$ cat config.mk
export PLATFORM = sky130hd
export DESIGN_NAME = smalu_dly
export DESIGN_NICKNAME = d
export VERILOG_FILES = /design/src/sign_magnitude_alu_top_macros.svh /design/src/smalu_dly.sv
export SDC_FILE = /design/constraint.sdc
export NUM_CORES = 1
export LEC_CHECK = 0
export BUFFER_PORTS_ARGS = -buffer_cell sky130_fd_sc_hd__buf_2
export CAP_MARGIN = 20
export CORE_MARGIN = 1
export CORE_UTILIZATION = 40
export CTS_BUF_LIST = sky130_fd_sc_hd__clkbuf_4 sky130_fd_sc_hd__clkbuf_8
export CTS_CLUSTER_SIZE = 20
export DETAILED_ROUTE_END_ITERATION = 16
export SYNTH_ARGS = -nofsm -noshare
export SYNTH_HDL_FRONTEND = slang
export SYNTH_SLANG_ARGS = --single-unit
$ cat constraint.sdc
create_clock -name clk -period 1.4 [get_ports clk]
set_input_delay 0.07 -clock clk [delete_from_list [all_inputs] [get_ports clk]]
set_output_delay 0.07 -clock clk [all_outputs]
set_load 0.01 [all_outputs]
$ cat src/sign_magnitude_alu_top_macros.svh
// Assertion macros for the sign-magnitude ALU top level.
// Depends on a clk and an active-low rst_n in the including scope.
`ifndef SIGN_MAGNITUDE_ALU_TOP_MACROS_SVH
`define SIGN_MAGNITUDE_ALU_TOP_MACROS_SVH

// check prop at every rising clock edge outside reset
`define SMALU_ASSERT(label, prop, msg) \
  label: assert property (@(posedge clk) disable iff (!rst_n) (prop)) else $error(msg);

// check that a condition implies another in the same cycle
`define SMALU_IMPLY(label, cond, prop, msg) \
  label: assert property (@(posedge clk) disable iff (!rst_n) (cond) |-> (prop)) \
    else $error(msg);

`endif

$ cat src/smalu_dly.sv
`timescale 1ns / 1ps
// Enabled shift line of DEPTH registers for data that rides along the pipeline.
// No dependencies.
module smalu_dly #(
  parameter int WIDTH = 8,
  parameter int DEPTH = 4
) (
  input  logic             clk,
  input  logic             en,
  input  logic [WIDTH-1:0] d,
  output logic [WIDTH-1:0] q
);

  logic [WIDTH-1:0] tap_r [DEPTH];

  always_ff @(posedge clk) begin
    if (en) begin
      tap_r[0] <= d;
      for (int i = 1; i < DEPTH; i++) begin
        tap_r[i] <= tap_r[i-1];
      end
    end
  end

  assign q = tap_r[DEPTH-1];

endmodule

After elaboration in Yosys (flattened, before gate mapping)
Memory sizes are Yosys's and may differ from the RTL's.
Index checks and enable logic that the tools add are counted.

operators by class
  muxes and demuxes = 2

operator list
  kind               number
  two-way mux 1 bit  2

storage, ports and cells
  flip-flop bits (word level) = 0
  memory bits (writable) = 32
  input port bits = 10
  output and inout bits = 8
  logic and storage cells = 3
  memories kept = 1

memories
  name   depth  bits a word  rd ports  clocked after memory_dff  wr ports  RTL line         RTL
  tap_r  4      8            4         0                         4         smalu_dly.sv:14  logic [WIDTH-1:0] tap_r [DEPTH];

Longest topological paths before layout
  word-level depth = 2
  gate-level depth with buffers = 0
  depth with buffers taken out = 0

Worst setup path before layout
OpenSTA, ideal clock, no wires.

  path kind = register to register
  start = memory tap_r[0][0]
  end = memory tap_r[1][0], data pin
  setup time = 0.266 ns
  data arrival time = 0.323 ns
  data required time = 1.134 ns
  slack = 0.811 ns
  cell stages (with the launch flop) = 1
  path buffers = 0
  period minus slack after synthesis = 0.589 ns
  path through = edfxtp_1

RTL lines
  what             RTL line
  start, declared  smalu_dly.sv:14

==> impl_metrics.tcl <==
set metrics [dict create \
    grt_pass1_vias 401 \
    drive_gt1_share_pct 37.9 \
    avgRoutedWirePerCell_um 11.4 \
    p_per_area_nw_per_um2 1380 \
    post_drt_via_cell_ratio 4.39 \
    initial_core_util_pct 43.0 \
    final_nets 75 \
    final_common_cell "edfxtp_1" \
    tightest_slew_ns 0.375 \
    cts_buffers 5 \
    maxSlewHeadroom_pct 75.0 \
    utilization_pct 55.4 \
    drc 0 \
    ios 18 \
    cp-end-kind "primary output" \
    dp_slack_ns 0.479 \
    fp-row-count 17 \
    power.static_leakage_nw 0.457 \
    htreeDepth 2 \
    clock_sinks 32 \
    hold_viol 0 \
    critical-path-slowest-cell "edfxtp_1" \
    fin_crit_ns 0.897 \
    syn-num-nets 42 \
    area_growth_syn_to_layout_pct 28.8 \
    syn_area_um2 961 \
    grt_max_degree 18 \
    die-area_um2 2600 \
    diodes 0 \
    grt_pass1_wl_um 1660 \
    crit_chain "buf_2" \
    worstPathRequired_ns 1.33 \
    grt_remaining_overflow 0 \
    whs_ns 0.190 \
    wl_met1_um 427 \
    synth.distinct_cells 1 \
    vdd_drop_max_v 0.000843 \
    crit-reg2reg-capture "tap_r[1][5]" \
    gp_congestion 0.574 \
    dr.max_layer_used "met4" \
    first_pass_iters 2 \
    grt_antenna_before_repair 0 \
    core_um2 2230 \
    r2r_slack_ns 0.76 \
    fin_tns_setup_ns 0 \
    synthCells 32 \
    finalClockSkew_ns 0.00482 \
    drt-total-wl_um 1070 \
    worstPathMaxFanout 1 \
    critical_path.top_delay_family "flip-flops" \
    nMultiInputCombCells 0 \
    crit_cells 1 \
    wl_met3_um 103 \
    yosysSeqAreaShare_pct 100 \
    min_path_type "in2reg" \
    multi_input_area_um2 0 \
    clockBufferDepth 2 \
    clk_pin_slew_ns 0.09 \
    final_cell_mix "edfxtp_1, buf_2, dlygate4sd3_1" \
    ys_ff_latch 32 \
    track_usage_pct 10.2 \
    root_buffer "clkbuf_4" \
    cp-start-kind "flop" \
    chipWidth_um 51.0 \
    crit_type "reg2out" \
    finalSetupViolations 0 \
    worst_slack_ns 0.503 \
    worstPathArrival_ns 0.83 \
    crit_start "tap_r[3][1]" \
    largest_reg_flops 32 \
    r2r_start "tap_r[0][5]" \
    power.total_mw 1.71 \
    clk_latency_ns 0.31 \
    portBuffers 17 \
    yosys_warnings 0 \
    wl_met2_um 519 \
    syn_area_per_cell_um2 30.0 \
    cp_num_buf_inv 1 \
    slowest_delay_ns 0.37 \
    cts_tree "done" \
    slew_violations 0 \
    post_cts_resized 0 \
    rr_worst_depth 0 \
    crit_path_end "q[1]" \
    drtIter0Drc 3 \
    antenna_left 0 \
    num_vias 413 \
    rsz0062_at_grt "false" \
    cap_violations 0 \
    fmax_ghz 1.11 \
    status "completed" \
    dieHeight_um 51.0 \
    top_regs "tap_r: 32 flops" \
    synth_area_leaders "edfxtp_1" \
    yosysTopAreaCellShare_pct 100 \
    regMostFlops "tap_r" \
    fin_crit_sh_pct 64.1 \
    yosysTopAreaCell "edfxtp_1" \
]
==> where the power goes <==
| part | leakage, nW | switching (mW) | internal, mW |
|---|---|---|---|
| registers | 0.313 | 0.0136 | 1.13 |
| clock network | 0.0338 | 0.268 | 0.231 |
| logic | 0.110 | 0.0336 | 0.0370 |
==> cells by family after synthesis <==
logic type / after synthesis / synth area share (%)
flip-flops: 32 / 100
==> area by class of cell <==
cell class / count / area, um2
Fill cell: 176 / 996
Sequential cell: 32 / 961
Timing Repair Buffer: 26 / 185
Clock buffer: 7 / 52.6
Tap cell: 28 / 35.0
Clock inverter: 1 / 3.75
==> cell usage after synthesis (all sizes together) <==
cell and number:
edfxtp 32
==> timing repair <==
item	CTS	global route
endpoints found under the hold margin	8	0
buffers inserted	0	0
hold buffers	8	0
==> through the flow <==
stage,instance area [um2],cells
2_1_floorplan,961,32
3_3_place_gp,1100,78
3_5_place_dp,1100,78
4_1_cts,1240,94
5_1_grt,1240,94
6_report,1240,94
==> routing by layer <==
| layer | track usage, % | up-vias |
|---|---|---|
| met5 | 0 | - |
| met4 | 6.94 | 0 |
| met3 | 8.04 | 5 |
| met2 | 16.2 | 24 |
| met1 | 8.49 | 187 |
| li1 | - | 197 |
==> how the worst min path moves through the flow <==
stage                     start  depth (start not counted)          end
after CTS                    en                          1  tap_r[0][4]
after floorplan            d[0]                          0  tap_r[0][0]
after global placement     d[2]                          1  tap_r[0][2]
after detailed placement   d[2]                          1  tap_r[0][2]
after global routing         en                          1  tap_r[0][2]
final                        en                          1  tap_r[0][1]
(Power assumes the default switching activity.)
